$ cat src/rtl/dtp_pkg.sv
// Types, constants and helpers shared by the deadline timer pool modules.
`default_nettype none

package dtp_pkg;

	localparam int SLOTS      = 64;
	localparam int OWNER_BITS = 16;
	localparam int SLOT_W     = $clog2(SLOTS);
	localparam int CNT_W      = $clog2(SLOTS + 1);

	localparam logic [SLOT_W-1:0] SLOT_LAST = SLOT_W'(SLOTS - 1);

	typedef enum logic [2:0] {
		MODE_ARM    = 3'd0,
		MODE_CANCEL = 3'd1,
		MODE_TICK   = 3'd2,
		MODE_HALT   = 3'd3,
		MODE_RUN    = 3'd4,
		MODE_CLEAR  = 3'd5
	} mode_t;

	typedef enum logic [1:0] {
		KIND_ARMED = 2'd0,
		KIND_FULL  = 2'd1,
		KIND_FIRED = 2'd2,
		KIND_DONE  = 2'd3
	} kind_t;

	typedef struct packed {
		logic [2:0]  mode;
		logic [15:0] owner_id;
		logic [31:0] delay_ms;
		logic [31:0] now_ms;
	} cmd_item_t;

	typedef struct packed {
		kind_t       kind;
		logic [5:0]  slot;
		logic [15:0] fired_owner;
		logic [6:0]  cancelled_count;
		logic        last;
	} res_item_t;

	// broadcast from the controller to every cell
	typedef struct packed {
		logic                  start;
		logic                  start_up;
		logic                  adv;
		logic                  kill;
		logic                  dir_up;
		mode_t                 op;
		logic [OWNER_BITS-1:0] owner;
		logic [31:0]           key;
	} cell_ctl_t;

	typedef struct packed {
		logic                  hit;
		logic [OWNER_BITS-1:0] owner;
	} cell_rsp_t;

	function automatic logic [OWNER_BITS-1:0] owner_of(input logic [15:0] id);
		logic [31:0] w;
		w = 32'(id);
		return w[OWNER_BITS-1:0];
	endfunction

	function automatic res_item_t res_make(input kind_t k, input logic [SLOT_W-1:0] s,
			input logic [OWNER_BITS-1:0] o, input logic [CNT_W-1:0] c, input logic l);
		res_item_t r;
		logic [31:0] ws;
		logic [31:0] wo;
		logic [31:0] wc;
		ws = 32'(s);
		wo = 32'(o);
		wc = 32'(c);
		r.kind            = k;
		r.slot            = ws[5:0];
		r.fired_owner     = wo[15:0];
		r.cancelled_count = wc[6:0];
		r.last            = l;
		return r;
	endfunction

endpackage

`default_nettype wire

$ cat src/rtl/dtp_ctrl.sv
// Command sequencer: starts scans, gathers cell hits and builds result items.
`default_nettype none

module dtp_ctrl import dtp_pkg::*; (
	input  wire logic                  clk,
	input  wire logic                  arst_n,
	input  wire logic                  cmd_valid,
	input  wire cmd_item_t             cmd,
	output logic                       cmd_stall,
	output logic                       res_valid,
	output res_item_t                  res,
	input  wire logic                  res_stall,
	input  wire logic                  hit,
	input  wire logic [OWNER_BITS-1:0] hit_owner,
	output cell_ctl_t                  ctl
);

	typedef enum logic [2:0] {
		ST_IDLE = 3'b001,
		ST_SCAN = 3'b010,
		ST_FIN  = 3'b100
	} state_t;

	state_t                state_q, state_d;
	logic                  halted_q, halted_d;
	mode_t                 op_q, op_d;
	logic [OWNER_BITS-1:0] owner_q, owner_d;
	logic [31:0]           key_q, key_d;
	logic [SLOT_W-1:0]     idx_q, idx_d;
	logic                  dir_up_q, dir_up_d;
	logic [CNT_W-1:0]      cnt_q, cnt_d;
	logic                  pend_vld_q, pend_vld_d;
	logic [SLOT_W-1:0]     pend_slot_q, pend_slot_d;
	logic [OWNER_BITS-1:0] pend_owner_q, pend_owner_d;
	res_item_t             fin_q, fin_d;
	logic                  out_vld_q;
	res_item_t             out_q, out_d;
	logic                  out_ld;
	logic                  out_busy;
	logic                  adv;
	logic                  start;
	logic                  start_up;
	logic                  kill;
	logic                  at_end;

	assign out_busy = out_vld_q && res_stall;
	assign at_end   = idx_q == (dir_up_q ? SLOT_LAST : '0);

	always_comb begin
		state_d      = state_q;
		halted_d     = halted_q;
		op_d         = op_q;
		owner_d      = owner_q;
		key_d        = key_q;
		idx_d        = idx_q;
		dir_up_d     = dir_up_q;
		cnt_d        = cnt_q;
		pend_vld_d   = pend_vld_q;
		pend_slot_d  = pend_slot_q;
		pend_owner_d = pend_owner_q;
		fin_d        = fin_q;
		out_ld       = 1'b0;
		out_d        = out_q;
		adv          = 1'b0;
		start        = 1'b0;
		start_up     = 1'b0;
		kill         = 1'b0;
		case (state_q)
			ST_IDLE: begin
				if (cmd_valid) begin
					owner_d    = owner_of(cmd.owner_id);
					cnt_d      = '0;
					pend_vld_d = 1'b0;
					fin_d      = res_make(KIND_DONE, '0, '0, '0, 1'b1);
					state_d    = ST_FIN;
					case (cmd.mode)
						MODE_ARM: begin
							start    = 1'b1;
							start_up = 1'b1;
							op_d     = MODE_ARM;
							key_d    = cmd.now_ms + cmd.delay_ms;
							idx_d    = '0;
							dir_up_d = 1'b1;
							state_d  = ST_SCAN;
						end
						MODE_CANCEL, MODE_CLEAR: begin
							start    = 1'b1;
							op_d     = mode_t'(cmd.mode);
							idx_d    = SLOT_LAST;
							dir_up_d = 1'b0;
							state_d  = ST_SCAN;
						end
						MODE_TICK, MODE_RUN: begin
							if (cmd.mode == MODE_RUN) begin
								halted_d = 1'b0;
							end
							if (!halted_q || cmd.mode == MODE_RUN) begin
								start    = 1'b1;
								op_d     = MODE_TICK;
								key_d    = cmd.now_ms;
								idx_d    = SLOT_LAST;
								dir_up_d = 1'b0;
								state_d  = ST_SCAN;
							end
						end
						MODE_HALT: begin
							halted_d = 1'b1;
						end
						default: ;
					endcase
				end
			end
			ST_SCAN: begin
				adv = !(op_q == MODE_TICK && hit && pend_vld_q && out_busy);
				if (adv) begin
					idx_d = dir_up_q ? idx_q + 1'b1 : idx_q - 1'b1;
					if (hit) begin
						case (op_q)
							MODE_ARM: begin
								kill    = 1'b1;
								fin_d   = res_make(KIND_ARMED, idx_q, owner_q, '0, 1'b1);
								state_d = ST_FIN;
							end
							MODE_TICK: begin
								if (pend_vld_q) begin
									out_ld = 1'b1;
									out_d  = res_make(KIND_FIRED, pend_slot_q, pend_owner_q,
										'0, 1'b0);
								end
								pend_vld_d   = 1'b1;
								pend_slot_d  = idx_q;
								pend_owner_d = hit_owner;
							end
							default: cnt_d = cnt_q + 1'b1;
						endcase
					end
					if (at_end && !(hit && op_q == MODE_ARM)) begin
						pend_vld_d = 1'b0;
						state_d    = ST_FIN;
						case (op_q)
							MODE_ARM: fin_d = res_make(KIND_FULL, '0, '0, '0, 1'b1);
							MODE_TICK: begin
								if (hit) begin
									fin_d = res_make(KIND_FIRED, idx_q, hit_owner, '0, 1'b1);
								end else if (pend_vld_q) begin
									fin_d = res_make(KIND_FIRED, pend_slot_q, pend_owner_q,
										'0, 1'b1);
								end else begin
									fin_d = res_make(KIND_DONE, '0, '0, '0, 1'b1);
								end
							end
							default: fin_d = res_make(KIND_DONE, '0, '0,
								cnt_q + CNT_W'(hit), 1'b1);
						endcase
					end
				end
			end
			ST_FIN: begin
				if (!out_busy) begin
					out_ld  = 1'b1;
					out_d   = fin_q;
					state_d = ST_IDLE;
				end
			end
			default: state_d = ST_IDLE;
		endcase
	end

	always_ff @(posedge clk or negedge arst_n) begin
		if (!arst_n) begin
			state_q    <= ST_IDLE;
			halted_q   <= 1'b0;
			pend_vld_q <= 1'b0;
			out_vld_q  <= 1'b0;
		end else begin
			state_q    <= state_d;
			halted_q   <= halted_d;
			pend_vld_q <= pend_vld_d;
			if (out_ld) begin
				out_vld_q <= 1'b1;
			end else if (!res_stall) begin
				out_vld_q <= 1'b0;
			end
		end
	end

	always_ff @(posedge clk) begin
		op_q         <= op_d;
		owner_q      <= owner_d;
		key_q        <= key_d;
		idx_q        <= idx_d;
		dir_up_q     <= dir_up_d;
		cnt_q        <= cnt_d;
		pend_slot_q  <= pend_slot_d;
		pend_owner_q <= pend_owner_d;
		fin_q        <= fin_d;
		out_q        <= out_d;
	end

	assign cmd_stall    = state_q != ST_IDLE;
	assign res_valid    = out_vld_q;
	assign res          = out_q;
	assign ctl.start    = start;
	assign ctl.start_up = start_up;
	assign ctl.adv      = adv;
	assign ctl.kill     = kill;
	assign ctl.dir_up   = dir_up_q;
	assign ctl.op       = op_q;
	assign ctl.owner    = owner_q;
	assign ctl.key      = key_q;

endmodule

`default_nettype wire

$ cat config.mk
export PLATFORM = sky130hd
export DESIGN_NAME = dtp_ctrl
export DESIGN_NICKNAME = d
export VERILOG_FILES = /design/src/rtl/dtp_pkg.sv /design/src/rtl/dtp_ctrl.sv
export SDC_FILE = /design/constraint.sdc
export NUM_CORES = 1
export LEC_CHECK = 0
export BUFFER_PORTS_ARGS = -buffer_cell sky130_fd_sc_hd__clkbuf_2
export CELL_PAD_IN_SITES_DETAIL_PLACEMENT = 1
export CELL_PAD_IN_SITES_GLOBAL_PLACEMENT = 2
export CORE_MARGIN = 2
export CORE_UTILIZATION = 31
export CTS_CLUSTER_SIZE = 10
export DETAILED_ROUTE_END_ITERATION = 6
export GPL_TIMING_DRIVEN = 1
export MAX_ROUTING_LAYER = met4
export PLACE_DENSITY = 0.8
export SYNTH_ARGS = -nofsm -noshare
export SYNTH_HDL_FRONTEND = slang
export SYNTH_SLANG_ARGS = --single-unit
$ cat constraint.sdc
create_clock -name clk -period 4.3 [get_ports clk]
set_input_delay 0 -clock clk [delete_from_list [all_inputs] [get_ports clk]]
set_output_delay 0 -clock clk [all_outputs]
set_load 0.01 [all_outputs]
==> results of run 1 <==
==> per-layer routing <==
| layer | vias to the layer above | track usage, % |
|---|---|---|
| met5 | - | - |
| met4 | 0 | 3.75 |
| met3 | 21 | 3.54 |
| met2 | 187 | 29.2 |
| met1 | 3169 | 22.4 |
| li1 | 3197 | - |
==> cells by family after synthesis <==
group	after synthesis
simple gates	230
compound gates	191
flops	156
buf+inv	44
xor+xnor	42
fa+ha+maj	40
mux	24
==> power by group <==
group          switching (mW)  total, mW  internal [mW]
clock                   0.738       1.52          0.783
sequential              0.151       2.15           2.00
combinational           0.658       1.09          0.430
==> stage by stage <==
step	cells	setup slack, ps	total power [mW]
detailed placement	1232	1350	3.22
global placement	1232	1410	3.20
floorplan	727	35.0	2.81
global route	1336	1080	5.02
CTS	1336	1310	4.82
finish	1336	1350	4.76
==> path summary, 6_finish.rpt <==
kind	from	depth (start not counted)	slack, ps	to
max in group asynchronous	arst_n	3	3420	state_q[1]$_DFFE_PN0P_
setup / recovery	dir_up_q$_DFFE_PP_	7	1350	fin_q[6]$_SDFFCE_PN0P_
min in group asynchronous	arst_n	2	130	state_q[0]$_DFFE_PN1P_
setup reg to reg	dir_up_q$_DFFE_PP_	7	1350	fin_q[6]$_SDFFCE_PN0P_
hold reg to reg	idx_q[2]$_DFFE_PP_	0	490	pend_slot_q[2]$_DFFE_PP_
hold / removal	cmd[33]	4	60	key_q[1]$_DFFE_PP_
==> worst max-delay path: cells and delay by family (launching register included) <==
| kind | cells | cell delay, ps |
|---|---|---|
| AND/OR/NAND/NOR | 1 | 230 |
| adder cells (fa/ha/maj) | 1 | 370 |
| buffers and inverters | 2 | 390 |
| flip-flops | 1 | 430 |
| AO/OA/AOI/OAI | 3 | 1130 |
==> Yosys cell counts, types with 5 or more instances <==
cell	number
dfrtp_1	5
o21bai_1	6
a22o_1	5
ha_1	38
edfxtp_1	150
a21o_1	12
buf_4	5
xor2_1	24
o21a_1	6
and3_1	8
nor2_1	71
nor2b_1	8
nor3_1	6
xnor2_1	18
nand2_1	86
inv_1	15
nand3_1	19
clkbuf_1	20
mux2_2	22
o21ai_0	49
a21oi_1	74
and2_1	13
==> flip-flops by register name (all words and copies together) (netlist names) <==
| register | flops |
|---|---|
| pend_vld_q | 1 |
| op_q | 3 |
| halted_q | 1 |
| res | 32 |
| cnt_q | 7 |
| fin_q | 31 |
| owner_q | 16 |
| pend_slot_q | 6 |
| dir_up_q | 1 |
| idx_q | 6 |
| key_q | 32 |
| res_valid | 1 |
| state_q | 3 |
| pend_owner_q | 16 |
==> layout by cell type (no fill, tap or decap), drive strengths merged, types with 8 or more instances in the layout <==
cell type / n
clkbuf: 210
edfxtp: 150
nand2: 86
a21oi: 75
dlygate4sd3: 72
nor2: 71
o21ai: 51
ha: 38
xor2: 24
mux2: 22
inv: 22
nand3: 19
xnor2: 18
and2: 13
a21o: 12
nor2b: 8
and3: 8
clkinv: 8
==> area by class of cell <==
cell class | instances | area, um^2
Tap cell | 335 | 419
Inverter | 15 | 56.3
Sequential cell | 156 | 4660
Timing Repair Buffer | 271 | 1730
Clock buffer | 17 | 425
Multi-Input combinational cell | 527 | 3380
Clock inverter | 15 | 173
Fill cell | 2916 | 15100
==> timing repair <==
item                                   4_1_cts  5_1_grt
setup endpoints to repair                    0        0
endpoints found under the hold margin       90        0
hold buffers                                72        0
==> metrics.csv, run 1 <==
metric,value,unit
status,completed,
area_growth_syn_to_layout,32.5,%
highest_layer,met4,
drt-pass1-iter-count,5,
ir_drop,0.249,mV
ys_types,56,
fin_crit,2950,ps
synth_compound_area_share,14.2,%
drive_gt1_share,26.6,%
grt_pass1_wl,37600,um
drt-wirelength-per-cell,17.6,um
wl_met3,1200,um
setup_tns,0,ps
cap_viol_max_count,0,
critPathCaptureType,flip-flop,
wl_met1,10600,um
hp-class,in -> reg,
ys_ff_latch,156,
synthDominantCellAreaShare,55.0,%
place_area,9530,um^2
cts_setup_buffers,0,
gr-total-overflow,0,
crit_path_max_fanout,31,
synth_fa_ha_area_share,6.30,%
cts_made_buffers,17,
hpwlAfterDp,16500,um
drc,0,
required,4340,ps
slew_headroom,23.0,%
drtAntennaViolNets,0,
clkSlewWorstSetupHoldPaths,70,ps
fin_nets,1132,
async_flop_share,3.85,%
clkSinkCount,156,
finalHoldWorstSlack,59.2,ps
yosys_warnings,0,
initial_core_util,31.5,%
p_per_area,439,nW/um^2
period_share,68.7,%
antenna_found_initial,0,
cts_root_buf,clkbuf_16,
diodes,0,
clk_latency,430,ps
synth_area,8190,um^2
synth_top_family_by_area,compound AO/OA/AOI/OAI gates,
synth-edff-count,150,
wl,23500,um
grt_pass1_vias,6987,
grt_max_degree,43,
fin_util,41.7,%
syn-mean-instance-area,11.3,um^2
synth_fp_nets,871,
clockBufferDepth,2,
rsz0062_at_grt,no,
criticalPathCategory,reg -> reg,
fp-row-count,59,
yosys.area_share.xor_xnor,4.49,%
cp_data_arrival_time,3000,ps
synth_area_leaders,"edfxtp_1, ha_1, a21oi_1",
io_buffers,193,
cts_resized,0,
muxShareOfSynthArea,3.27,%
yosys.area.top_type,edfxtp_1,
slowest_delay,850,ps
met2_length,11400,um
synth-main-ff-cell,edfxtp_1,
cp_cell_sequence,"inv_1, ha_1, and4_1, o21a_1, a21oi_2, buf_4, a21boi_4",
tightest_slew,1140,ps
final.setup_skew,12.8,ps
synth-seq-area-share,56.9,%
io_pins,194,
die_y,166,um
vias,6574,
fin_area,10800,um^2
drv_slew,0,
slowest_stage,a21boi_4,
synthesis.instances,727,
start_kind,flip-flop,
htreeDepth,4,
drt_iter0_drc,317,
synth-simple-area-share,12.6,%
grt_use_total,17.6,%
core-area,26000,um^2
cts_tree,yes,
die_w,166,um
routabilityCongestion,0.807,
p_leak,4.32,nW
hold_viol,0,
post_drt_via_cell_ratio,4.92,
setup_viol,0,
die_area,27700,um^2
max_freq,0.339,GHz
Power figures use the tool's default switching activity.
==> inputs of run 2 (changes only) <==
Settings changed: CORE_UTILIZATION 31 to 35, PLACE_DENSITY 0.8 to 0.85.
Clock period 4.3 ns to 3.05 ns, I/O delays scaled along.
==> run 2 against run 1 <==
Compared with the run above:
- largest power group unchanged
- critical endpoint is now key_q[24]$_DFFE_PP_
- sequential power up 39%
- global-route usage increased by 3.0 points
- via count up 1.3%
- critical path type is now in -> reg
- worst hold slack got worse by 40 ps
- clock-buffer cell count stayed put
- clock skew down 3.0 ps
- worst setup slack worse by 1100 ps
==> metrics.csv, run 2 (synthesis gave the netlist of run 1 again) <==
metric,value,unit,change
power_frac_clock,31.3,%,-0.7 points
antenna_found_initial,1,,+1
start_kind,input port,,
setup_tns,0,ps,unchanged
final_common_cell,clkbuf_2,,
max_freq,0.361,GHz,
fin_crit,2770,ps,
cp_data_arrival_time,2950,ps,-50 ps
grt_use_total,20.6,%,+3.0 points
drc,0,,unchanged
cts_tree,yes,,
cts_root_buf,clkbuf_16,,
p_comb_share,24.2,%,+1.3 points
period_share,90.8,%,
io_pins,194,,unchanged
critPathCaptureType,flip-flop,,
required,3230,ps,-1110 ps
seqPwrFrac,44.5,%,-0.6 points
gr-total-overflow,0,,unchanged
fin_nets,1140,,+0.71%
hp-class,in -> reg,,
drtAntennaViolNets,0,,unchanged
drive_gt1_share,27.2,%,+0.58 points
place_area,9570,um^2,+0.50%
criticalPathCategory,in -> reg,,
cts_made_buffers,17,,unchanged
drt_iter0_drc,262,,-17%
final.setup_skew,9.84,ps,-3.00 ps
grt_pass1_wl,38300,um,+2.0%
grt_pass1_vias,7172,,+2.6%
crit_path_max_fanout,3,,-90%
fin_area,10900,um^2,+0.31%
wl,24200,um,+3.2%
die_area,24600,um^2,-11%
grt_max_degree,42,,-2.3%
rsz0062_at_grt,no,,
die_w,157,um,-5.7%
slew_headroom,57.8,%,+35 points
setup_viol,0,,unchanged
hold_viol,0,,unchanged
clockBufferDepth,2,,unchanged
clkSlewWorstSetupHoldPaths,70,ps,about the same
drt-wirelength-per-cell,18.3,um,+4.2%
p_per_area,618,nW/um^2,+41%
die_y,157,um,-5.7%
intPower,4.55,mW,+42%
cap_viol_max_count,0,,unchanged
final_cell_mix,"clkbuf_2, edfxtp_1, nand2_1, a21oi_1, dlygate4sd3_1",,
core-area,22800,um^2,-12%
initial_core_util,35.9,%,+4.4 points
area_growth_syn_to_layout,32.9,%,
post_drt_via_cell_ratio,5.03,,+2.3%
p_sw,2.17,mW,+40%
dp_cells,1219,,-1.1%
clk_latency,430,ps,about the same
total_power,6.73,mW,+41%
finalHoldWorstSlack,18.7,ps,-40.5 ps
hpwlAfterDp,16800,um,+1.5%
io_buffers,193,,unchanged
drv_slew,0,,unchanged
clkSinkCount,156,,unchanged
ir_drop,0.338,mV,+36%
htreeDepth,4,,unchanged
drt-pass1-iter-count,5,,unchanged
vias,6660,,+1.3%
status,completed,,
tightest_slew,632,ps,-511 ps
p_sw_share,32.3,%,-0.24 points
routabilityCongestion,0.845,,+4.7%
p_leak,4.35,nW,+0.85%
fp-row-count,55,,-6.8%
fin_cells,1323,,-0.97%
## run 2: area by class of cell
class / count / area (um^2)
Fill cell: 2497 / 11900
Sequential cell: 156 / 4660
Multi-Input combinational cell: 527 / 3380
Timing Repair Buffer: 279 / 1800
Clock buffer: 17 / 425
Tap cell: 313 / 392
Clock inverter: 15 / 166
Inverter: 15 / 56.3
Antenna cell: 1 / 2.50
## run 2: power by group through the flow
stage	Combinational, mW	Sequential (mW)	Clock, mW
2_1_floorplan	0.919	3.03	0
3_3_place_gp	1.53	3.02	0
3_5_place_dp	1.55	3.03	0
4_1_cts	1.64	2.99	2.15
5_1_grt	1.82	3.03	2.24
6_report	1.63	2.99	2.11
## run 2: path summary, 6_finish.rpt
path	start	slack, ps	depth (start not counted)	end
min in group asynchronous	arst_n	140	2	state_q[0]$_DFFE_PN1P_
worst max-delay path	cmd[0]	280	12	key_q[24]$_DFFE_PP_
worst max register to register	dir_up_q$_DFFE_PP_	460	8	fin_q[13]$_SDFFCE_PN0P_
max in group asynchronous	arst_n	2190	3	state_q[1]$_DFFE_PN0P_
worst min register to register	fin_q[31]$_SDFFCE_PN1P_	500	1	res[31]$_SDFFCE_PN1P_
worst min-delay path	cmd[32]	20	4	key_q[0]$_DFFE_PP_
## run 2: worst max-delay path, cell delays in order
cell and delay (ps):
dlygate4sd3_1 530, clkbuf_2 120, ha_1 230, fa_1 420, a21oi_1 250, o211ai_1 200, a211oi_2 360, o21ai_1 150
a311o_1 280, a21oi_1 170, xor2_1 160, o21ai_1 70
## run 2: repair_timing
action                                 4_1_cts  5_1_grt
hold buffers                                71        0
endpoints found under the hold margin       89        0
setup buffers                                0        0
gates resized for setup                      0        0
## run 2: metal layers
| layer | track usage [%] | up-vias | routed length, um |
|---|---|---|---|
| met3 | 5.34 | 18 | 1640 |
| li1 | - | 3211 | - |
| met5 | - | - | 0 |
| met1 | 25.3 | 3222 | 10700 |
| met4 | 4.94 | 0 | 272 |
| met2 | 34.2 | 209 | 11600 |
## run 2: through the flow
stage,utilization (%),setup WS (ps)
final,47.8,279
after global routing,47.8,142
after CTS,47.7,311
after detailed placement,42.0,429
after global placement,42.0,469
after floorplan,-,259
