$ cat src/rtl/dtp_pkg.sv
// Types, constants and helpers shared by the deadline timer pool modules.
`default_nettype none

package dtp_pkg;

	localparam int SLOTS      = 64;
	localparam int OWNER_BITS = 16;
	localparam int SLOT_W     = $clog2(SLOTS);
	localparam int CNT_W      = $clog2(SLOTS + 1);

	localparam logic [SLOT_W-1:0] SLOT_LAST = SLOT_W'(SLOTS - 1);

	typedef enum logic [2:0] {
		MODE_ARM    = 3'd0,
		MODE_CANCEL = 3'd1,
		MODE_TICK   = 3'd2,
		MODE_HALT   = 3'd3,
		MODE_RUN    = 3'd4,
		MODE_CLEAR  = 3'd5
	} mode_t;

	typedef enum logic [1:0] {
		KIND_ARMED = 2'd0,
		KIND_FULL  = 2'd1,
		KIND_FIRED = 2'd2,
		KIND_DONE  = 2'd3
	} kind_t;

	typedef struct packed {
		logic [2:0]  mode;
		logic [15:0] owner_id;
		logic [31:0] delay_ms;
		logic [31:0] now_ms;
	} cmd_item_t;

	typedef struct packed {
		kind_t       kind;
		logic [5:0]  slot;
		logic [15:0] fired_owner;
		logic [6:0]  cancelled_count;
		logic        last;
	} res_item_t;

	// broadcast from the controller to every cell
	typedef struct packed {
		logic                  start;
		logic                  start_up;
		logic                  adv;
		logic                  kill;
		logic                  dir_up;
		mode_t                 op;
		logic [OWNER_BITS-1:0] owner;
		logic [31:0]           key;
	} cell_ctl_t;

	typedef struct packed {
		logic                  hit;
		logic [OWNER_BITS-1:0] owner;
	} cell_rsp_t;

	function automatic logic [OWNER_BITS-1:0] owner_of(input logic [15:0] id);
		logic [31:0] w;
		w = 32'(id);
		return w[OWNER_BITS-1:0];
	endfunction

	function automatic res_item_t res_make(input kind_t k, input logic [SLOT_W-1:0] s,
			input logic [OWNER_BITS-1:0] o, input logic [CNT_W-1:0] c, input logic l);
		res_item_t r;
		logic [31:0] ws;
		logic [31:0] wo;
		logic [31:0] wc;
		ws = 32'(s);
		wo = 32'(o);
		wc = 32'(c);
		r.kind            = k;
		r.slot            = ws[5:0];
		r.fired_owner     = wo[15:0];
		r.cancelled_count = wc[6:0];
		r.last            = l;
		return r;
	endfunction

endpackage

`default_nettype wire

$ cat src/rtl/dtp_cell.sv
// One timer slot of the chain: valid bit, owner, deadline and the scan token.
`default_nettype none

module dtp_cell import dtp_pkg::*; (
	input  wire logic      clk,
	input  wire logic      arst_n,
	input  wire cell_ctl_t ctl,
	input  wire logic      seed,
	input  wire logic      tok_lo,
	input  wire logic      tok_hi,
	output logic           tok,
	output cell_rsp_t      rsp
);

	logic                  tok_q;
	logic                  valid_q;
	logic [OWNER_BITS-1:0] owner_q;
	logic [31:0]           deadline_q;
	logic                  match;
	logic                  act;

	always_comb begin
		case (ctl.op)
			MODE_ARM:    match = !valid_q;
			MODE_CANCEL: match = valid_q && (owner_q == ctl.owner);
			MODE_CLEAR:  match = valid_q;
			MODE_TICK:   match = valid_q && (deadline_q <= ctl.key);
			default:     match = 1'b0;
		endcase
	end

	assign act = tok_q && ctl.adv && match;

	always_ff @(posedge clk or negedge arst_n) begin
		if (!arst_n) begin
			tok_q   <= 1'b0;
			valid_q <= 1'b0;
		end else begin
			if (ctl.kill) begin
				tok_q <= 1'b0;
			end else if (ctl.start) begin
				tok_q <= seed;
			end else if (ctl.adv) begin
				tok_q <= ctl.dir_up ? tok_lo : tok_hi;
			end
			if (act) begin
				valid_q <= (ctl.op == MODE_ARM);
			end
		end
	end

	always_ff @(posedge clk) begin
		if (act && ctl.op == MODE_ARM) begin
			owner_q    <= ctl.owner;
			deadline_q <= ctl.key;
		end
	end

	assign tok       = tok_q;
	assign rsp.hit   = tok_q && match;
	assign rsp.owner = (tok_q && match) ? owner_q : '0;

endmodule

`default_nettype wire

$ cat config.mk
export PLATFORM = sky130hd
export DESIGN_NAME = dtp_cell
export DESIGN_NICKNAME = d
export VERILOG_FILES = /design/src/rtl/dtp_pkg.sv /design/src/rtl/dtp_cell.sv
export SDC_FILE = /design/constraint.sdc
export NUM_CORES = 1
export LEC_CHECK = 0
export BUFFER_PORTS_ARGS = -buffer_cell sky130_fd_sc_hd__buf_2
export CORE_UTILIZATION = 56
export DETAILED_ROUTE_END_ITERATION = 6
export PLACE_DENSITY = 0.85
export SYNTH_ARGS = -nofsm -noshare
export SYNTH_HDL_FRONTEND = slang
export SYNTH_SLANG_ARGS = --single-unit
$ cat constraint.sdc
create_clock -name clk -period 8.57 [get_ports clk]
set_clock_uncertainty 0.2 [all_clocks]
set_input_delay 1.2855 -clock clk [delete_from_list [all_inputs] [get_ports clk]]
set_output_delay 1.2855 -clock clk [all_outputs]
set_load 0.02 [all_outputs]
==> results of run 1 <==
==> logic make-up (layout without fill, tap and decap cells) <==
logic type      Yosys count  in the layout
fa+ha+maj                32             32
xor+xnor                 16             16
flops                    50             50
simple gates             75             75
compound gates           33             33
buf+inv                  38            123
mux                       1              1
==> layout make-up <==
cell class | count | area, um2
clock buffer | 8 | 90.09
fill | 373 | 1414
inverter | 36 | 135.1
multi-input combinational | 157 | 1140
sequential | 50 | 1491
tap | 67 | 83.83
timing repair buffer | 79 | 400.4
==> registers in the layout (all words and copies together) (netlist names) <==
name and flops:
deadline_q 32, owner_q 16, tok 1, valid_q 1
==> through the flow <==
stage                     cells  hold slack, ns
after detailed placement    389          0.4435
final                       397          0.4765
after global placement      389          0.4242
after global routing        397          0.5339
after floorplan             245          0.3691
after CTS                   397          0.4625
==> layer usage <==
metal  routed length, um  GRT usage  share of wire  vias to the layer above
li1                    -          -              -                     1041
met5                   0          0              0                        -
met1                2354     0.2629           0.46                      969
met4                  56    0.09586          0.011                        0
met3                 161    0.03472          0.031                        5
met2                2596     0.3583           0.50                       43
==> worst max-delay path, cell delays in order <==
cell and delay [ns]:
buf_2 0.09, inv_1 0.04, ha_1 0.29, a211oi_1 0.29
nor2_1 0.09, o311ai_1 0.33, nand3_1 0.19, o211a_4 0.37
and2b_1 0.22, buf_2 0.17
==> final timing paths <==
kind                            endpoint  cells after the start    start  slack, ns
worst max-delay path             rsp[16]                     10   ctl[5]       3.73
worst min-delay path             valid_q                      2  valid_q       0.48
worst max register to register   valid_q                      5  valid_q       6.06
worst min register to register   valid_q                      2  valid_q       0.48
max in group asynchronous        valid_q                      1   arst_n       7.50
min in group asynchronous            tok                      1   arst_n       0.57
==> cell usage after synthesis (all sizes together) (2+ instances only) <==
cell    number
a221oi       3
nand3        3
nand4       12
ha          32
xnor2       16
inv         36
nor3         4
edfxtp      48
a21oi        9
o211a        2
nor2b        3
nor4         2
o21ai        8
nor2        25
nand2       23
o211ai       2
a211oi       4
dfrtp        2
==> power by group through the flow <==
| stage | Sequential (uW) | Clock, uW | Combinational, uW |
|---|---|---|---|
| final | 274 | 138 | 66.8 |
| after global routing | 274 | 151 | 74.5 |
| after CTS | 274 | 143 | 67.0 |
| after global placement | 279 | 0 | 64.0 |
| after floorplan | 279 | 0 | 40.8 |
| after detailed placement | 279 | 0 | 66.6 |
==> metrics.cfg, run 1 <==
[sta]
fin_crit_sh = 0.5653
hold_viol = 0
slew_headroom = 0.1591
worst-slew-pin-transition_ns = 1.259
period_needed_ns = 4.845
finalSetupViolations = 0
setup_ws_ns = 3.725
timing.final.max_slew_violations = 0
fin_tns_setup_ns = 0
fmax_mhz = 206.4
rsz0062_at_grt = false

[place]
portBuffers = 77
finalWeightedCongestion = 0.8218
placed_area_um2 = 3251
dp_hpwl_um = 4049
place_ws_ns = 3.742

[power]
power.internal_uw = 366.2
p_sw_frac = 0.2350
p_clk_frac = 0.289
p_total_uw = 478.7
pwr-share-seq = 0.572
p_sw_uw = 112.5
pwr-share-comb = 0.140
p_leak_uw = 0.001508
peakVddDrop_v = 0.00009730
power.density_nw_per_um2 = 143.3

[synthesis]
synthSimpleGateAreaFrac = 0.1284
synthTopCellsByArea = edfxtp_1 (52%), ha_1 (14%), xnor2_1 (5.0%), inv_1 (4.9%), nor2_1 (3.4%)
synth_fa_ha_area_frac = 0.1442
muxShareOfSynthArea = 0.003605
yosysUniqueCellTypes = 33
netlist_area_um2 = 2776
synth_edf_count = 48
ys_async_sr_fraction = 0.04000
synth-seq-area-share = 0.5372
synth_top_family_by_area = adder cells
synth_area_leader_cell = edfxtp_1
syn_inst = 245
synth_ff_type = edfxtp_1
synthDominantCellAreaShare = 0.5192
syn_avg_cell_area_um2 = 11.33
yosys.area_share.xor_xnor = 0.05047
yosys_warnings = 0
ys_ff_latch = 50
synth-compound-area-share = 0.08202
synth_nets = 338

[flow_run]
cap_viol_max_count = 0

[finish]
layout_commonest_cell = buf_2
fin_nets = 422
layout-drive-gt1-share = 0.2758
most-common-layout-cells = buf_2 (77), edfxtp_1 (48), inv_1 (36)
area_delta_synth_final_pct = 20.32
design_area_um2 = 3341
diodes = 0
post-route-util = 0.7026

[clocking]
cts.sinks = 50
numCtsBuffers = 5
post_cts_resized = 0
hold_buffers = 0
clock_latency_ns = 0.30
clk_pin_slew_worst_paths_ns = 0.08
cts.path.max_buffers = 2
postCtsSetupRepairBufs = 0
htreeDepth = 2
cts_tree = yes
cts_root_buf = clkbuf_8

[grt]
grt_pass1_wl_um = 8459
grt_start_max_net_pins = 33
antenna_found_initial = 0
grt_pass1_vias = 2054
grt_use_total = 0.2102
gr-total-overflow = 0

[floorplanning]
core_um2 = 4755
die_w_um = 72.41
dieHeight_um = 72.41
initial_core_util = 0.5839
dieArea_um2 = 5243
rows = 25
ios = 79

[setup_path]
arrival_ns = 3.36
path_class = in -> out
cp_max_fo = 17
crit_path_end_kind = primary output
startpoint_type = primary input
critPathRequiredTime_ns = 7.08

[drt]
route.vias.total = 2058
drt_pass1_iterations = 4
routed_wirelength_um = 5169
vias_per_cell = 5.184
drtAntennaViolNets = 0
drc = 0
dr.first_iter.drc_count = 120
wire_per_inst_um = 13.02

[worst_hold_path]
hold_class = reg -> reg

[run_status]
status = finished clean

No activity file was read; power rests on OpenSTA's default activity.
==> run 2: changes to the inputs <==
- ABC_AREA: not set -> 1
- CORE_UTILIZATION: 56 -> 53
- PLACE_DENSITY: 0.85 -> 0.81
- clock period: 8.57 -> 5.1 ns (I/O delays scaled with it)
==> run 2 against run 1 <==
Effect of this change:
- first-iteration DRC count decreased by 62%
- synthesized cell count increased by 19%
- power rose by 56%
- non-clock buffer count decreased by 2
==> metrics.cfg, run 2 <==
[floorplanning]
die_w_um = 75.72  ; +4.6%
rows = 26  ; +4.0%
dieArea_um2 = 5734  ; +9.4%
dieHeight_um = 75.72  ; +4.6%
ios = 79  ; unchanged
initial_core_util = 0.5568  ; -0.02710
core_um2 = 5172  ; +8.8%

[clocking]
cts_tree = yes
postCtsSetupRepairBufs = 0  ; unchanged
cts.sinks = 50  ; unchanged
htreeDepth = 2  ; unchanged
cts.path.max_buffers = 2  ; unchanged
clk_pin_slew_worst_paths_ns = 0.08  ; about the same
clock_latency_ns = 0.29  ; about the same
cts_root_buf = clkbuf_8
hold_buffers = 0  ; unchanged
post_cts_resized = 0  ; unchanged
numCtsBuffers = 5  ; unchanged

[grt]
grt_pass1_wl_um = 8183  ; -3.3%
grt_start_max_net_pins = 49  ; +48%
gr-total-overflow = 0  ; unchanged
antenna_found_initial = 0  ; unchanged
grt_use_total = 0.1923  ; -0.01793
grt_pass1_vias = 2001  ; -2.6%

[sta]
hold_viol = 0  ; unchanged
fmax_mhz = 280.6
fin_crit_sh = 0.6988
worst-slew-pin-transition_ns = 1.001  ; -0.2577 ns
slew_headroom = 0.3317  ; +0.1726
period_needed_ns = 3.564
fin_tns_setup_ns = 0  ; unchanged
timing.final.max_slew_violations = 0  ; unchanged
rsz0062_at_grt = false
setup_ws_ns = 1.536  ; -2.189 ns
finalSetupViolations = 0  ; unchanged

[setup_path]
timing.critical_path.mode_cell = nand2_1
crit_path_end_kind = primary output
arrival_ns = 2.60  ; -0.76 ns
critPathRequiredTime_ns = 4.14  ; -2.94 ns
critical_path.max_stage_delay_ns = 0.31  ; -0.06 ns
timing.critical_path.from = ctl[15]
r2r-start = deadline_q[11]
path_class = in -> out
crit-reg2reg-capture = deadline_q[12]
cp_max_fo = 17  ; unchanged
path_cells = buf_2, inv_1, ha_1, nand2_2, nor2_2, o21ai_1, nand3_1, nor2_1, nand2_1, nand2_1, nand2_1, nand2_1, nand2_1, nand2_2, nand3_4, nor2_1, buf_2
cp-endpoint = rsp[0]
r2r_slack_ns = 2.11  ; -3.95 ns
startpoint_type = primary input
critPathSlowestCell = ha_1
r2r_cells = 14  ; +9

[drt]
wire_per_inst_um = 11.56  ; -11%
drt_pass1_iterations = 4  ; unchanged
vias_per_cell = 4.652  ; -10%
route.vias.total = 2070  ; +0.58%
routed_wirelength_um = 5142  ; -0.52%
drc = 0  ; unchanged
drtAntennaViolNets = 0  ; unchanged
dr.first_iter.drc_count = 46  ; -62%

[finish]
layout_commonest_cell = buf_2
layout-drive-gt1-share = 0.2827  ; +0.006909
fin_nets = 468  ; +11%
most-common-layout-cells = buf_2 (77), inv_1 (63), nand2_1 (52)
design_area_um2 = 3412  ; +2.1%
largest_reg_flops = 32  ; unchanged
area_delta_synth_final_pct = 18.46
n_fill_cell = 434  ; +16%
largest-register = deadline_q
top_regs = deadline_q: 32 flops, owner_q: 16 flops
diodes = 0  ; unchanged
post-route-util = 0.6597  ; -0.04298

[power]
p_total_uw = 747.5  ; +56%
pwr-share-seq = 0.604  ; +0.032
pwr-share-comb = 0.110  ; -0.030
p_leak_uw = 0.001732  ; +15%
p_sw_uw = 166.7  ; +48%
power.internal_uw = 580.9  ; +59%
p_clk_frac = 0.286  ; -0.003
p_sw_frac = 0.2230  ; -0.01205
power.density_nw_per_um2 = 219.1  ; +53%
peakVddDrop_v = 0.0001744  ; +79%

[place]
dp_hpwl_um = 3970  ; -2.0%
placed_area_um2 = 3333  ; +2.5%
place_ws_ns = 1.547  ; -2.194 ns
finalWeightedCongestion = 0.7000  ; -15%
portBuffers = 77  ; unchanged

[synthesis]
syn_avg_cell_area_um2 = 9.864  ; -13%
synth_top_family_by_area = simple AND/OR/NAND/NOR gates
netlist_area_um2 = 2880  ; +3.7%
synthDominantCellAreaShare = 0.5004  ; -0.01872
syn_inst = 292  ; +19%
yosys.area_share.xor_xnor = 0.02433  ; -0.02615
synth_area_leader_cell = edfxtp_1
synthSimpleGateAreaFrac = 0.1720  ; +0.04359
ys_async_sr_fraction = 0.04000  ; unchanged
yosys_warnings = 0  ; unchanged
synth-seq-area-share = 0.5178  ; -0.01937
synth_fa_ha_area_frac = 0.1390  ; -0.005200
ys_ff_latch = 50  ; unchanged
yosys.cell_count.top_type = inv_1
synthTopCellsByArea = edfxtp_1 (50%), ha_1 (14%), inv_1 (8.3%), nand2_1 (6.8%), nor2_1 (3.6%)
synth_ff_type = edfxtp_1
synth-compound-area-share = 0.05387  ; -0.02815
yosysUniqueCellTypes = 30  ; -9.1%
muxShareOfSynthArea = 0  ; -0.003605
synth_commonest_cells = inv_1 (64), nand2_1 (52), edfxtp_1 (48), ha_1 (32), nor2_1 (28)
synth_nets = 385  ; +14%
synth_edf_count = 48  ; unchanged

[flow_run]
cap_viol_max_count = 0  ; unchanged

[run_status]
status = finished clean

[worst_hold_path]
hold_class = in -> async

[run 2: cell count changes after synthesis, sizes merged, moves of 3 or more]
cell | previous run | this run
a211oi | 4 | 1
xor2 | 0 | 4
nor2b | 3 | 0
nand4 | 12 | 5
xnor2 | 16 | 4
a221oi | 3 | 0
nor2 | 25 | 39
inv | 36 | 66
a21oi | 9 | 13
nand2 | 23 | 54
nand3 | 3 | 7
nor3 | 4 | 1
[run 2: power by group through the flow]
stage	logic [uW]	registers (uW)	clock network (uW)
after floorplan	42.7	462	0
after global placement	78.0	461	0
after detailed placement	81.8	461	0
after CTS	82.9	452	223
after global routing	95.2	452	232
final	82.1	452	214
[run 2: how the worst min path moves through the flow]
stage | from | end | depth (start not counted)
final | arst_n | tok | 1
after global routing | arst_n | tok | 1
after CTS | arst_n | tok | 1
after detailed placement | valid_q | valid_q | 2
after global placement | valid_q | valid_q | 2
after floorplan | valid_q | valid_q | 2
[run 2: final cells by class]
class | count | area [um2] | share of cell area
clock buffer | 5 | 68.82 | 0.02017
clock inverter | 2 | 10.01 | 0.002934
inverter | 66 | 247.7 | 0.07261
multi-input combinational | 175 | 1121 | 0.3286
sequential | 50 | 1491 | 0.4371
tap | 70 | 87.58 | 0.02567
timing repair buffer | 77 | 385.4 | 0.1129
[run 2: cell families (layout without fill, tap and decap cells)]
family / Yosys count / after routing
and+or+nand+nor: 109 / 109
buffers and inverters: 67 / 150
DFF: 50 / 50
adders and majority gates: 32 / 32
AOI/OAI and AO/OA: 26 / 26
xor gates and xnor gates: 8 / 8
[run 2: worst max-delay path: cells and delay by family]
kind            cells  cell delay [ns]
simple gates       12             1.11
buf+inv             3             0.31
fa+ha+maj           1             0.31
compound gates      1             0.09
[run 2: through the flow]
step           hold slack, ns  instances
6_report              0.04453        445
3_3_place_gp           0.2912        438
5_1_grt               0.03217        445
2_1_floorplan          0.2637        292
3_5_place_dp           0.3058        438
4_1_cts               0.03413        445
[run 2: routing by layer]
metal | track usage | vias up | wire length [um]
li1 | - | 1110 | -
met1 | 0.2319 | 912 | 2345
met2 | 0.3512 | 42 | 2594
met3 | 0.03571 | 6 | 132
met4 | 0.05350 | 0 | 69
met5 | 0 | - | 0
==> run 3: changes to the inputs <==
- CORE_UTILIZATION: 53 -> 47
- PLACE_DENSITY: 0.81 -> 0.76
- clock period: 5.1 -> 3 ns (I/O delays scaled with it)
==> run 3 against run 2 <==
Effect of this change:
- die area is 12% higher
- global-route usage decreased by 2.4 points
- worst setup slack got worse by 1.4 ns
- count of clock-buffer cells in the layout up 1
- sequential cell count unchanged
- routed wire length is 8.3% higher
- design area rose by 10%
- critical endpoint is now rsp[5]
- largest power group unchanged
- first-iteration DRC count increased by 120%
==> metrics.cfg, run 3 (synthesis results as in run 2) <==
[finish]
layout_commonest_cell = inv_1
most-common-layout-cells = inv_1 (62), buf_2 (61), nand2_1 (52)
top_regs = deadline_q: 32 flops, owner_q: 16 flops
final_cell_count_no_fill = 457  ; +2.7%
largest_reg_flops = 32  ; unchanged
largest-register = deadline_q
layout-drive-gt1-share = 0.3429  ; +0.06027
fin_nets = 474  ; +1.3%
n_fill_cell = 493  ; +14%
seqCellArea_um2 = 1491  ; unchanged
multi_input_area_um2 = 1300  ; +16%
area_delta_synth_final_pct = 30.41
diodes = 0  ; unchanged
post-route-util = 0.6344  ; -0.02525

[setup_path]
cp_max_fo = 9  ; -8
path_cells = ha_1, nand2_1, nor2_4, o21ai_1, nand3_1, nor2_1, nand2_1, nand2_1, nand2_1, nand2_1, nand2_1, nand2_2, nand3_4, buf_12, nor2_1, buf_4
arrival_ns = 2.26  ; -0.34 ns
timing.critical_path.from = deadline_q[12]
crit_path_end_kind = primary output
critPathRequiredTime_ns = 2.35  ; -1.79 ns
timing.critical_path.mode_cell = nand2_1
crit-reg2reg-capture = owner_q[12]
startpoint_type = flop
r2r-start = deadline_q[12]
critPathSlowestCell = edfxtp_1
r2r_slack_ns = 0.38  ; -1.73 ns
critical_path.max_stage_delay_ns = 0.38  ; +0.07 ns
path_class = reg -> out
r2r_cells = 16  ; +2
cp-endpoint = rsp[5]

[floorplanning]
ios = 79  ; unchanged
rows = 28  ; +7.7%
die_w_um = 80.28  ; +6.0%
initial_core_util = 0.4865  ; -0.07037
core_um2 = 5921  ; +14%
dieArea_um2 = 6445  ; +12%
dieHeight_um = 80.28  ; +6.0%

[place]
dp_hpwl_um = 4055  ; +2.1%
portBuffers = 77  ; unchanged
dp.cells = 445  ; +1.6%
finalWeightedCongestion = 0.8066  ; +15%

[grt]
antenna_found_initial = 0  ; unchanged
grt_use_total = 0.1683  ; -0.02396
gr-total-overflow = 0  ; unchanged
grt_start_max_net_pins = 33  ; -33%
grt_pass1_wl_um = 8314  ; +1.6%
grt_pass1_vias = 1981  ; -1.0%

[clocking]
clk_pin_slew_worst_paths_ns = 0.09  ; about the same
cts_tree = yes
clock_latency_ns = 0.30  ; about the same
cts.sinks = 50  ; unchanged
numCtsBuffers = 5  ; unchanged
cts_root_buf = clkbuf_8
htreeDepth = 2  ; unchanged
cts.path.max_buffers = 2  ; unchanged

[worst_hold_path]
holdCritStartpoint = ctl[52]
hold_class = in -> reg

[run_status]
status = finished clean

[sta]
whs_ns = 0.09451  ; +0.04998 ns
fin_crit_sh = 0.9707
finalSetupViolations = 0  ; unchanged
period_needed_ns = 2.912
timing.final.max_slew_violations = 0  ; unchanged
hold_viol = 0  ; unchanged
fmax_mhz = 343.4
rsz0062_at_grt = true
slew_headroom = 0.7579  ; +0.4262
worst-slew-pin-transition_ns = 0.3631  ; -0.6378 ns

[drt]
dr.first_iter.drc_count = 99  ; +120%
wire_per_inst_um = 12.19  ; +5.5%
route.vias.total = 2111  ; +2.0%
drtAntennaViolNets = 0  ; unchanged
drc = 0  ; unchanged
vias_per_cell = 4.619  ; -0.70%
drt_pass1_iterations = 6  ; +2
routed_wirelength_um = 5569  ; +8.3%

[flow_run]
cap_viol_max_count = 0  ; unchanged

[power]
peakVddDrop_v = 0.0002119  ; +21%
power.density_nw_per_um2 = 348.2  ; +59%
p_leak_uw = 0.001771  ; +2.3%

run 3: critical path: cells and delay by family, from the launching register on:
family / cells / cell delay, ns
fa+ha+maj: 1 / 0.30
flops: 1 / 0.38
buf+inv: 2 / 0.32
simple gates: 12 / 0.88
compound gates: 1 / 0.07
run 3: worst min-delay path by stage:
stage                     cells after the start   to  slack (ns)
after floorplan                               0  tok       -0.05
after global placement                        1  tok        0.04
after detailed placement                      1  tok        0.04
after CTS                                     2  tok        0.09
after global routing                          2  tok        0.09
final                                         2  tok        0.09
run 3: repair_timing:
action                                  4_1_cts  5_1_grt
endpoints found under the setup margin        9       17
gates cloned                                  0        1
hold buffers                                  1        0
endpoints found under the hold margin         2        0
buffers inserted                              1        1
gates resized for setup                       0       48
run 3: metrics by stage:
stage	power (uW)	setup TNS [ns]	setup WS [ns]	area, um2
global route	1378	-1.534	-0.1333	3756
finish	1308	0	0.08802	3756
floorplan	857.6	0	0.1231	2884
detailed placement	922.7	0	0.1012	3371
CTS	1305	0	0.06849	3482
global placement	917.1	0	0.1046	3371
run 3: power by group:
| group | total (uW) | switching [uW] | internal (uW) |
|---|---|---|---|
| Combinational | 158 | 81.7 | 76.4 |
| Clock | 382 | 221 | 161 |
| Sequential | 768 | 2.43 | 766 |
run 3: metal layers:
layer | share of wire | vias to the layer above | wire [um] | global-route usage
li1 | - | 1121 | - | -
met1 | 0.44 | 934 | 2445 | 0.2096
met2 | 0.51 | 47 | 2823 | 0.2855
met3 | 0.033 | 9 | 183 | 0.03182
met4 | 0.021 | 0 | 116 | 0.06964
met5 | 0 | - | 0 | 0
run 3: layout make-up:
class | instances | area share
Timing Repair Buffer | 83 | 0.1432
Multi-Input combinational cell | 175 | 0.3461
Sequential cell | 50 | 0.3971
Tap cell | 75 | 0.02498
Inverter | 66 | 0.06696
Clock buffer | 6 | 0.01932
Clock inverter | 2 | 0.002332
